--- src/sv/cdq_pkg.sv ---
// ----------------------------------------------------------------------------
// cdq_pkg: shared types for the circular deque
// Command and result structs, the action codes and the cell control group.
// ----------------------------------------------------------------------------
package cdq_pkg;

    localparam int DEPTH_DEF = 8;
    localparam int DATA_W    = 32;
    localparam int COUNT_W   = 4;

    typedef enum logic [1:0] {
        ACT_PUSH_FRONT = 2'd0,
        ACT_PUSH_BACK  = 2'd1,
        ACT_POP_FRONT  = 2'd2,
        ACT_POP_BACK   = 2'd3
    } action_t;

    typedef struct packed {
        action_t                    action;
        logic signed [DATA_W-1:0]   data_value;
    } cmd_t;

    typedef struct packed {
        logic                       accepted;
        logic [COUNT_W-1:0]         element_count;
        logic signed [DATA_W-1:0]   front_value;
        logic signed [DATA_W-1:0]   back_value;
    } result_t;

    // Per-cycle command to every cell of one chain.
    // shift_in / shift_out act at the end the chain is anchored to,
    // append / remove act at its far (open) end.
    typedef struct packed {
        logic shift_in;
        logic shift_out;
        logic append;
        logic remove;
    } cdq_ctrl_t;

endpackage

--- src/sv/cdq_cell.sv ---
// ----------------------------------------------------------------------------
// cdq_cell: one storage cell of a deque chain
// Holds one element and its valid bit; takes data from either neighbor on a
// shift, or the pushed value when it is the first free cell.
// ----------------------------------------------------------------------------
module cdq_cell (
    input  logic                                clk,
    input  logic                                rst_n,
    input  cdq_pkg::cdq_ctrl_t                  ctrl,
    input  logic signed [cdq_pkg::DATA_W-1:0]   value,
    input  logic signed [cdq_pkg::DATA_W-1:0]   prev_data,
    input  logic                                prev_valid,
    input  logic signed [cdq_pkg::DATA_W-1:0]   next_data,
    input  logic                                next_valid,
    output logic signed [cdq_pkg::DATA_W-1:0]   data,
    output logic                                valid
);
    import cdq_pkg::*;

    logic signed [DATA_W-1:0] data_reg;
    logic signed [DATA_W-1:0] data_next;
    logic                     valid_reg;
    logic                     valid_next;

    always_comb
    begin
        data_next  = data_reg;
        valid_next = valid_reg;
        if (ctrl.shift_in)
        begin
            data_next  = prev_data;
            valid_next = prev_valid;
        end
        else if (ctrl.shift_out)
        begin
            data_next  = next_data;
            valid_next = next_valid;
        end
        else if (ctrl.append && prev_valid && !valid_reg)
        begin
            // first free cell takes the pushed value
            data_next  = value;
            valid_next = 1'b1;
        end
        else if (ctrl.remove && valid_reg && !next_valid)
        begin
            // last occupied cell drops out
            valid_next = 1'b0;
        end
    end

    always_ff @(posedge clk or negedge rst_n)
    begin
        if (!rst_n)
        begin
            valid_reg <= 1'b0;
        end
        else
        begin
            valid_reg <= valid_next;
        end
    end

    always_ff @(posedge clk)
    begin
        data_reg <= data_next;
    end

    assign data  = data_reg;
    assign valid = valid_reg;

endmodule

--- src/sv/cdq_chain.sv ---
// ----------------------------------------------------------------------------
// cdq_chain: row of cells anchored at one end of the deque
// Cell 0 always holds the element at the anchored end; occupied cells form
// a contiguous run starting at cell 0.
// ----------------------------------------------------------------------------
module cdq_chain #(
    parameter int DEPTH = cdq_pkg::DEPTH_DEF
) (
    input  logic                                clk,
    input  logic                                rst_n,
    input  cdq_pkg::cdq_ctrl_t                  ctrl,
    input  logic signed [cdq_pkg::DATA_W-1:0]   value,
    output logic signed [cdq_pkg::DATA_W-1:0]   end_data,
    output logic                                end_valid
);
    import cdq_pkg::*;

    logic signed [DATA_W-1:0] cell_data  [DEPTH];
    logic                     cell_valid [DEPTH];

    genvar i;
    generate
        for (i = 0; i < DEPTH; i++)
        begin : g_cell
            logic signed [DATA_W-1:0] prev_data;
            logic                     prev_valid;
            logic signed [DATA_W-1:0] next_data;
            logic                     next_valid;

            // the anchored end sees the new value as an always-valid neighbor
            if (i == 0)
            begin : g_first
                assign prev_data  = value;
                assign prev_valid = 1'b1;
            end
            else
            begin : g_mid_prev
                assign prev_data  = cell_data[i-1];
                assign prev_valid = cell_valid[i-1];
            end

            if (i == DEPTH - 1)
            begin : g_last
                assign next_data  = '0;
                assign next_valid = 1'b0;
            end
            else
            begin : g_mid_next
                assign next_data  = cell_data[i+1];
                assign next_valid = cell_valid[i+1];
            end

            cdq_cell u_cell (
                .clk        (clk),
                .rst_n      (rst_n),
                .ctrl       (ctrl),
                .value      (value),
                .prev_data  (prev_data),
                .prev_valid (prev_valid),
                .next_data  (next_data),
                .next_valid (next_valid),
                .data       (cell_data[i]),
                .valid      (cell_valid[i])
            );
        end
    endgenerate

    assign end_data  = cell_data[0];
    assign end_valid = cell_valid[0];

endmodule

--- src/sv/circular_deque.sv ---
// ----------------------------------------------------------------------------
// circular_deque: fixed-capacity double-ended queue
// Push or pop at either end; reports count and both end values per command.
// ----------------------------------------------------------------------------
// Usage:
//   A command (cmd.action, cmd.data_value) transfers at a rising edge where
//   start is high and busy is low. busy stays low: every cell updates in the
//   same edge, so a command can be issued every cycle.
//   Each command gives one result, shown on result for exactly one cycle
//   with done high, the cycle after the command transfer. The receiver
//   cannot stall; a result not
//   taken in its cycle is gone.
//   Storage is two rows of DEPTH cells, one anchored at the front and one at
//   the back, so both end values come from a fixed cell. The row length
//   sets the capacity; each cell talks only to its two neighbors.
//   Push on full and pop on empty report accepted = 0 and change nothing.
//   Reset clears all valid bits and the count: the deque starts empty and
//   done is low. element_count is the count truncated to 4 bits.
// ----------------------------------------------------------------------------
module circular_deque #(
    parameter int DEPTH = cdq_pkg::DEPTH_DEF
) (
    input  logic                clk,
    input  logic                rst_n,
    input  logic                start,
    output logic                busy,
    input  cdq_pkg::cmd_t       cmd,
    output logic                done,
    output cdq_pkg::result_t    result
);
    import cdq_pkg::*;

    localparam int CW = $clog2(DEPTH + 1);

    logic [CW-1:0]      count_reg;
    logic [CW-1:0]      count_next;
    logic               done_reg;
    logic               accepted_reg;
    logic               accepted_next;
    logic               take;
    logic               full;
    logic               empty;
    cdq_ctrl_t          front_ctrl;
    cdq_ctrl_t          back_ctrl;
    logic signed [DATA_W-1:0] front_data;
    logic                     front_valid;
    logic signed [DATA_W-1:0] back_data;
    logic                     back_valid;
    logic [31:0]              count_ext;

    assign busy  = 1'b0;
    assign take  = start && !busy;
    assign full  = (count_reg == CW'(DEPTH));
    assign empty = (count_reg == '0);

    always_comb
    begin
        accepted_next = 1'b0;
        count_next    = count_reg;
        front_ctrl    = '0;
        back_ctrl     = '0;
        if (take)
        begin
            case (cmd.action)
                ACT_PUSH_FRONT:
                begin
                    accepted_next        = !full;
                    front_ctrl.shift_in  = !full;
                    back_ctrl.append     = !full;
                end
                ACT_PUSH_BACK:
                begin
                    accepted_next        = !full;
                    front_ctrl.append    = !full;
                    back_ctrl.shift_in   = !full;
                end
                ACT_POP_FRONT:
                begin
                    accepted_next        = !empty;
                    front_ctrl.shift_out = !empty;
                    back_ctrl.remove     = !empty;
                end
                ACT_POP_BACK:
                begin
                    accepted_next        = !empty;
                    front_ctrl.remove    = !empty;
                    back_ctrl.shift_out  = !empty;
                end
                default:
                begin
                    accepted_next = 1'b0;
                end
            endcase
            if (accepted_next)
            begin
                if (cmd.action inside {ACT_PUSH_FRONT, ACT_PUSH_BACK})
                begin
                    count_next = count_reg + CW'(1);
                end
                else
                begin
                    count_next = count_reg - CW'(1);
                end
            end
        end
    end

    always_ff @(posedge clk or negedge rst_n)
    begin
        if (!rst_n)
        begin
            count_reg    <= '0;
            done_reg     <= 1'b0;
            accepted_reg <= 1'b0;
        end
        else
        begin
            count_reg    <= count_next;
            done_reg     <= take;
            accepted_reg <= accepted_next;
        end
    end

    cdq_chain #(
        .DEPTH (DEPTH)
    ) u_front_chain (
        .clk       (clk),
        .rst_n     (rst_n),
        .ctrl      (front_ctrl),
        .value     (cmd.data_value),
        .end_data  (front_data),
        .end_valid (front_valid)
    );

    cdq_chain #(
        .DEPTH (DEPTH)
    ) u_back_chain (
        .clk       (clk),
        .rst_n     (rst_n),
        .ctrl      (back_ctrl),
        .value     (cmd.data_value),
        .end_data  (back_data),
        .end_valid (back_valid)
    );

    assign count_ext = 32'(count_reg);

    assign done                 = done_reg;
    assign result.accepted      = accepted_reg;
    assign result.element_count = count_ext[COUNT_W-1:0];
    assign result.front_value   = front_valid ? front_data : '0;
    assign result.back_value    = back_valid ? back_data : '0;

endmodule

--- config.mk ---
export PLATFORM = sky130hd
export DESIGN_NAME = circular_deque
export DESIGN_NICKNAME = d
export VERILOG_FILES = /design/src/sv/cdq_pkg.sv /design/src/sv/cdq_cell.sv /design/src/sv/cdq_chain.sv /design/src/sv/circular_deque.sv
export SDC_FILE = /design/constraint.sdc
export NUM_CORES = 1
export LEC_CHECK = 0
export ABC_AREA = 1
export BUFFER_PORTS_ARGS = -buffer_cell sky130_fd_sc_hd__buf_4
export CAP_MARGIN = 10
export CORE_MARGIN = 4
export CORE_UTILIZATION = 55
export DETAILED_ROUTE_END_ITERATION = 10
export PLACE_DENSITY_LB_ADDON = 0.25
export RECOVER_POWER = 50
export SLEW_MARGIN = 20
export SYNTH_ARGS = -nofsm -noshare
export SYNTH_HDL_FRONTEND = slang
export SYNTH_HIERARCHICAL = 1
export SYNTH_SLANG_ARGS = --single-unit
export TNS_END_PERCENT = 1
--- constraint.sdc ---
create_clock -name clk -period 4.9 [get_ports clk]
set_clock_uncertainty 0.1 [all_clocks]
set_input_delay 0.245 -clock clk [delete_from_list [all_inputs] [get_ports clk]]
set_output_delay 0.245 -clock clk [all_outputs]
set_load 0.05 [all_outputs]
==> out/summary.txt, run 1 <==
multiplexer share of the synthesized area -> 0%
critical-path cell list -> nor2_1 -> nand2_1 -> nor2_1 -> nor4_2 -> clkbuf_1 -> buf_12 -> inv_6 -> nand2_1 -> a21oi_1
GRT Overall Usage -> 25.9%
P_sw -> 4.69 mW
RD Place Congestion -> 0.806
cell area after synthesis -> 28900 um2
yosys warns -> 6
final hold vios -> 0
DRC viols -> 0
Max VDD drop -> 0.374 mV
antenna violations before repair -> 0
placeable core area -> 51700 um2
commonest non-fill, non-tap cell in the layout -> a21oi_1
Tot Pwr -> 14.0 mW
DRT Pass-1 Iters -> 6
Net Sw Frac -> 33.4%
Logic pwr share -> 23.4%
Post-Synth Simple-Gate Area -> 16.2%
area grow syn2layout -> 6.49%
wire per inst -> 19.0 um
Placed Cells -> 3879
EDFF count, synth -> 512
die width -> 237 um
postcts setup bufs -> 0
MaxCap Viol Count -> 0
Final ANT Viol Nets -> 0
Layout Cells excl Fill -> 4002
number of distinct library cells after synthesis -> 25
DR iter-0 viols -> 2847
Worst EP required -> 5.15 ns
share of cells above drive strength 1 -> 6.98%
Syn Inst Count -> 3222
clock latency at the later pin of the worst-skew pair -> 0.62 ns
highest cell delay on the worst timing path -> 0.84 ns
critical path class -> reg2reg
worst setup margin -> 1.35 ns
vias per cell -> 5.91
Place WS -> 1.86 ns
post-synthesis sequential area ratio -> 55.0%
final wirelength -> 76200 um
Min Clock Period, post-route -> 3.55 ns
Final HPWL DP -> 45800 um
CTS resizes -> 0
row cnt -> 83
area of the die -> 56300 um2
syn_area_per_cell -> 8.98 um2
CP max FO -> 187
Clk pin slew, worst setup/hold paths -> 0.06 ns
P_int -> 9.34 mW
worst slew pin tran -> 1.47 ns
critical path capture point type -> register
Final setup violation count -> 0
most frequent cells in the layout -> 1014 x a21oi_1, 644 x nand2_1, 566 x nor2_1, 512 x edfxtp_1, 118 x inv_1
via count -> 23600
Seq cells post-synth -> 534
vias in the first global route -> 22400
Starting Density -> 55.9%
Synth Area in Compound Gates -> 18.9%
number of H-tree levels -> 2
Synth Area in Adders -> 0.0432%
clock root buffer -> clkbuf_16
power per cell area -> 456 nW/um2
fin crit share -> 72.5%
worst path arrival time -> 3.80 ns
Post-Route Setup TNS -> 0 ns
unrepaired setup endpoints after global routing -> false
largest net degree at the start of global routing -> 188
Pleak -> 12.4 nW
Clk pwr share -> 30.8%
antenna cell count -> 0
first-pass GRT wire length -> 120000 um
Congestion Overflow GR -> 0
hold buffer count at CTS -> 18
Slew HR -> 2.16%
main combinational cell family by area after synthesis -> compound AO/OA/AOI/OAI gates
CTS tree -> built
num ports -> 108
Sequential Power Share -> 45.8%
ys flop type -> edfxtp_1
clock sinks -> 534
Port Buffers -> 106
ys async rst share -> 4.12%
Crit-path slowest cell -> clkbuf_1
Startpoint Class -> register
Total Nets Final -> 3314
Die Y -> 237 um
total CTS buffers -> 57
run status -> completed
Clock Path Buffers -> 3
Synth Area in XOR/XNOR -> 0.0303%
Hold Crit Class -> in2reg
final-report max-slew violation count -> 0
Fmax -> 281 MHz
[worst max-delay path: cells and delay by family, from the launching register on]
family                 cells  cell delay (ns)
buffers and inverters      3             1.73
flip-flops                 1             0.44
AO/OA/AOI/OAI              1             0.09
AND/OR/NAND/NOR            5             0.60
[metrics by stage]
step	hold slack (ns)	utilization [%]	instance area, um2
global placement	0.0675	56.3	29100
finish	0.0397	59.6	30800
global route	0.0292	59.6	30800
CTS	0.000693	60.2	31100
detailed placement	0.0737	56.3	29100
floorplan	-0.151	-	29200
[power groups by stage]
| stage | Clock [mW] | Combinational, mW | Sequential, mW |
|---|---|---|---|
| floorplan | 0 | 2.57 | 6.41 |
| global placement | 0 | 3.28 | 6.48 |
| detailed placement | 0 | 3.39 | 6.51 |
| CTS | 4.38 | 3.41 | 6.42 |
| global route | 4.58 | 3.58 | 6.51 |
| finish | 4.32 | 3.28 | 6.43 |
[layout make-up]
type                    count  area [um2]
multi-input cells        2369       10500
flip-flops and latches    534       15900
well taps                 680         851
clock buffers              82        1610
fillers                  4487       20900
clock inverters            23         234
inverters                 152         693
repair buffers            162        1040
[logic make-up (layout without fill, tap and decap cells)]
family | after synthesis | after routing
AO/OA/AOI/OAI | 1059 | 1059
XOR/XNOR | 1 | 1
buffers and inverters | 385 | 419
flip-flops | 534 | 534
other | 5 | 71
AND/OR/NAND/NOR | 1237 | 1237
adder cells (fa/ha/maj) | 1 | 1
[per-layer routing]
metal  global-route usage [%]  routed length (um)  vias up
met5                        0                   0        -
met4                     8.62                2280        0
met3                     3.31                6380      165
met2                     41.1               35100     1200
met1                     37.3               32500    11200
li1                         -                   -    11000
[path summary, 6_finish.rpt]
check | startpoint | end | slack [ns] | cells past startpoint
worst min-delay path | cmd[27] | u_front_chain/g_cell[6].u_cell/data[27]$_DFFE_PP_ | 0.04 | 3
min in group asynchronous | rst_n | u_back_chain/g_cell[3].u_cell/valid$_DFFE_PN0P_ | 0.50 | 2
max in group asynchronous | rst_n | u_back_chain/g_cell[0].u_cell/valid$_DFFE_PN0P_ | 3.37 | 2
worst min register to register | count_reg[3]$_DFFE_PN0P_ | count_reg[3]$_DFFE_PN0P_ | 0.48 | 2
worst max-delay path | count_reg[1]$_DFFE_PN0P_ | u_back_chain/g_cell[3].u_cell/data[16]$_DFFE_PP_ | 1.35 | 9
worst max register to register | count_reg[1]$_DFFE_PN0P_ | u_back_chain/g_cell[3].u_cell/data[16]$_DFFE_PP_ | 1.35 | 9
[cells in the mapped netlist (2+ instances only)]
cell type / n / area share [%]
a21oi_2: 48 / 1.5
inv_1: 118 / 1.5
nor4_1: 2 / 0.043
o21ai_1: 2 / 0.035
buf_2: 4 / 0.069
nand2_2: 4 / 0.086
nand2_1: 643 / 8.3
nor3_1: 2 / 0.035
buf_4: 130 / 3.4
a21oi_1: 1008 / 17
clkbuf_1: 2 / 0.026
edfxtp_1: 512 / 53
nor2_1: 564 / 7.3
buf_6: 97 / 3.8
dfrtp_1: 22 / 1.9
nor2_2: 2 / 0.043
conb_1: 5 / 0.065
inv_4: 17 / 0.37
inv_6: 16 / 0.48
nand3_1: 19 / 0.33
Note: power is estimated with default switching activity, not from simulation.
==> run 2: changes to the inputs <==
==> constraint.sdc (replaced) <==
create_clock -name clk -period 3.4 [get_ports clk]
set_clock_uncertainty 0.1 [all_clocks]
set_input_delay 0.17 -clock clk [delete_from_list [all_inputs] [get_ports clk]]
set_output_delay 0.17 -clock clk [all_outputs]
set_load 0.05 [all_outputs]
==> out/summary.txt, run 2 (synthesis results as in run 1) <==
CTS tree -> built (unchanged)
final wirelength -> 75600 um (was 76200 um)
wire per inst -> 18.8 um (was 19.0 um)
antenna violations before repair -> 1 (was 0)
Buf+Inv Stages, Crit Path -> 3 (unchanged)
Clock Path Buffers -> 3 (unchanged)
fin crit share -> 87.2% (was 72.5%)
Min Clock Period, post-route -> 2.96 ns (was 3.55 ns)
GRT Overall Usage -> 25.8% (was 25.9%)
Worst EP required -> 3.65 ns (was 5.15 ns)
number of H-tree levels -> 2 (unchanged)
CP max FO -> 69 (was 187)
Die Y -> 237 um (unchanged)
Fill cells -> 4524 (was 4487)
row cnt -> 83 (unchanged)
largest net degree at the start of global routing -> 101 (was 188)
met3 GRT Util -> 3.64% (was 3.31%)
most frequent cells in the layout -> 1014 x a21oi_1, 644 x nand2_1, 567 x nor2_1, 512 x edfxtp_1, 118 x inv_1 (was 1014 x a21oi_1, 644 x nand2_1, 566 x nor2_1, 512 x edfxtp_1, 118 x inv_1)
power per cell area -> 638 nW/um2 (was 456 nW/um2)
MaxCap Viol Count -> 1 (was 0)
critical path class -> reg2reg (unchanged)
clock latency at the later pin of the worst-skew pair -> 0.60 ns (was 0.62 ns)
area grow syn2layout -> 7.35% (was 6.49%)
CTS resizes -> 0 (unchanged)
Core Util, Final -> 60.1% (was 59.6%)
RD Place Congestion -> 0.861 (was 0.806)
first-pass GRT wire length -> 120000 um (about the same)
Tot Pwr -> 19.8 mW (was 14.0 mW)
total CTS buffers -> 56 (was 57)
Max VDD drop -> 0.551 mV (was 0.374 mV)
DRT Pass-1 Iters -> 6 (unchanged)
Post-Route Setup TNS -> 0 ns (unchanged)
highest cell delay on the worst timing path -> 0.63 ns (was 0.84 ns)
met2 Resource Use GR -> 41.5% (was 41.1%)
Congestion Overflow GR -> 0 (unchanged)
Worst Hold Depth -> 6 (was 3)
die width -> 237 um (unchanged)
Total Nets Final -> 3342 (was 3314)
Hold Crit Class -> in2reg (unchanged)
Final ANT Viol Nets -> 0 (unchanged)
unrepaired setup endpoints after global routing -> false (unchanged)
share of cells above drive strength 1 -> 7.97% (was 6.98%)
num ports -> 108 (unchanged)
Startpoint Class -> register (unchanged)
Port Buffers -> 106 (unchanged)
Starting Density -> 55.9% (unchanged)
worst path arrival time -> 3.21 ns (was 3.80 ns)
R2R Setup Slk -> 0.44 ns (was 1.35 ns)
antenna cell count -> 0 (unchanged)
Final setup violation count -> 0 (unchanged)
final-report max-slew violation count -> 36 (was 0)
Final HPWL DP -> 46700 um (was 45800 um)
beginning of the worst hold path -> cmd[32] (was cmd[27])
clock sinks -> 534 (unchanged)
area of the die -> 56300 um2 (unchanged)
RR Endpoint -> u_back_chain/g_cell[4].u_cell/data[18]$_DFFE_PP_ (was u_back_chain/g_cell[3].u_cell/data[16]$_DFFE_PP_)
via count -> 23900 (was 23600)
vias in the first global route -> 22600 (was 22400)
Pleak -> 12.6 nW (was 12.4 nW)
Clk pin slew, worst setup/hold paths -> 0.06 ns (about the same)
reg2reg start -> count_reg[1]$_DFFE_PN0P_ (unchanged)
final hold vios -> 0 (unchanged)
Crit-path slowest cell -> clkbuf_2 (was clkbuf_1)
critical path capture point type -> register (unchanged)
delay-heaviest family, CP -> buffers and inverters (unchanged)
DR iter-0 viols -> 3183 (was 2847)
placeable core area -> 51700 um2 (unchanged)
critical-path cell list -> nor2_1 -> nand2_1 -> nor2_1 -> nor4_4 -> buf_12 -> clkbuf_2 -> inv_6 -> nand2_1 -> a21oi_1 (was nor2_1 -> nand2_1 -> nor2_1 -> nor4_2 -> clkbuf_1 -> buf_12 -> inv_6 -> nand2_1 -> a21oi_1)
worst slew pin tran -> 1.54 ns (was 1.47 ns)
Slew HR -> -2.53% (was 2.16%)
met1 Use GR -> 37.2% (was 37.3%)
Hold Crit Endpoint -> u_back_chain/g_cell[4].u_cell/valid$_DFFE_PN0P_ (was u_front_chain/g_cell[6].u_cell/data[27]$_DFFE_PP_)
vias per cell -> 5.93 (was 5.91)
clock root buffer -> clkbuf_16 (unchanged)
gr busiest metal -> met2 (unchanged)
Fmax -> 337 MHz (was 281 MHz)
DRC viols -> 0 (unchanged)
run status -> complete, but fails checks (was completed)
failing checks -> max-capacitance violations, max-slew violations
r2r worst-path depth -> 9 (unchanged)
commonest non-fill, non-tap cell in the layout -> a21oi_1 (unchanged)
-- run 2: cell types whose count changed in the layout (fill, tap and decap cells not counted), moves of 2 or more --
cell	delta
clkbuf_1	-31
dlygate4sd3_1	+18
buf_4	+17
clkbuf_2	+16
buf_12	+6
clkbuf_8	-5
clkinv_2	+5
clkinv_1	+4
bufinv_16	-3
clkbuf_16	-2
inv_2	+2
inv_4	-2
nor4_2	-2
nor4_4	+2
-- run 2: tightest hold or removal path, delay by kind of cell --
kind	cells	cell delay [ns]
compound gates	1	0.05
buf+inv	2	0.28
simple gates	3	0.31
-- run 2: layer usage --
metal | vias to the layer above | share of wire (%)
met1 | 11400 | 42
li1 | 11100 | -
met4 | 0 | 2.4
met5 | - | 0
met2 | 1229 | 47
met3 | 138 | 9.0
-- run 2: worst max-delay path by stage --
stage                                        start                                                 to  slack [ns]  cells past startpoint
after floorplan           count_reg[1]$_DFFE_PN0P_   u_front_chain/g_cell[0].u_cell/data[0]$_DFFE_PP_        0.17                      7
after global placement    count_reg[1]$_DFFE_PN0P_   u_back_chain/g_cell[6].u_cell/data[15]$_DFFE_PP_        0.77                      8
after detailed placement  count_reg[1]$_DFFE_PN0P_    u_back_chain/g_cell[6].u_cell/data[0]$_DFFE_PP_        0.69                      8
after CTS                 count_reg[1]$_DFFE_PN0P_   u_back_chain/g_cell[6].u_cell/data[15]$_DFFE_PP_        0.68                      8
after global routing      count_reg[1]$_DFFE_PN0P_  u_front_chain/g_cell[0].u_cell/data[21]$_DFFE_PP_        0.26                      8
final                     count_reg[1]$_DFFE_PN0P_   u_back_chain/g_cell[4].u_cell/data[18]$_DFFE_PP_        0.44                      9
-- run 2: power breakdown --
part	leakage (nW)	internal [mW]	switching, mW
Sequential	5.02	8.64	0.569
Clock	0.816	3.21	2.54
Combinational	6.76	1.26	3.61
Total	12.6	13.1	6.71
-- run 2: what timing repair did --
| item | in CTS | in global routing |
|---|---|---|
| setup buffers | 0 | 0 |
| endpoints found under the hold margin | 533 | 0 |
| hold buffers | 37 | 0 |
-- run 2: per-stage QoR --
step           instances  instance area, um2  hold slack (ns)  worst slack [ns]
4_1_cts             4028               31300            0.131             0.675
3_5_place_dp        3889               29300         -0.00641             0.690
2_1_floorplan       3288               29200           -0.226             0.171
6_report            4028               31100            0.157             0.437
5_1_grt             4028               31100            0.202             0.265
3_3_place_gp        3889               29300         -0.00983             0.765
-- run 2: layout make-up --
class                           instances  area, um2  share of cell area [%]
Clock inverter                         28        175                   0.564
Timing Repair Buffer                  191       1460                    4.69
Inverter                              152        688                    2.22
Clock buffer                           74       1490                    4.80
Sequential cell                       534      15900                    51.3
Multi-Input combinational cell       2369      10500                    33.7
Tap cell                              680        851                    2.74
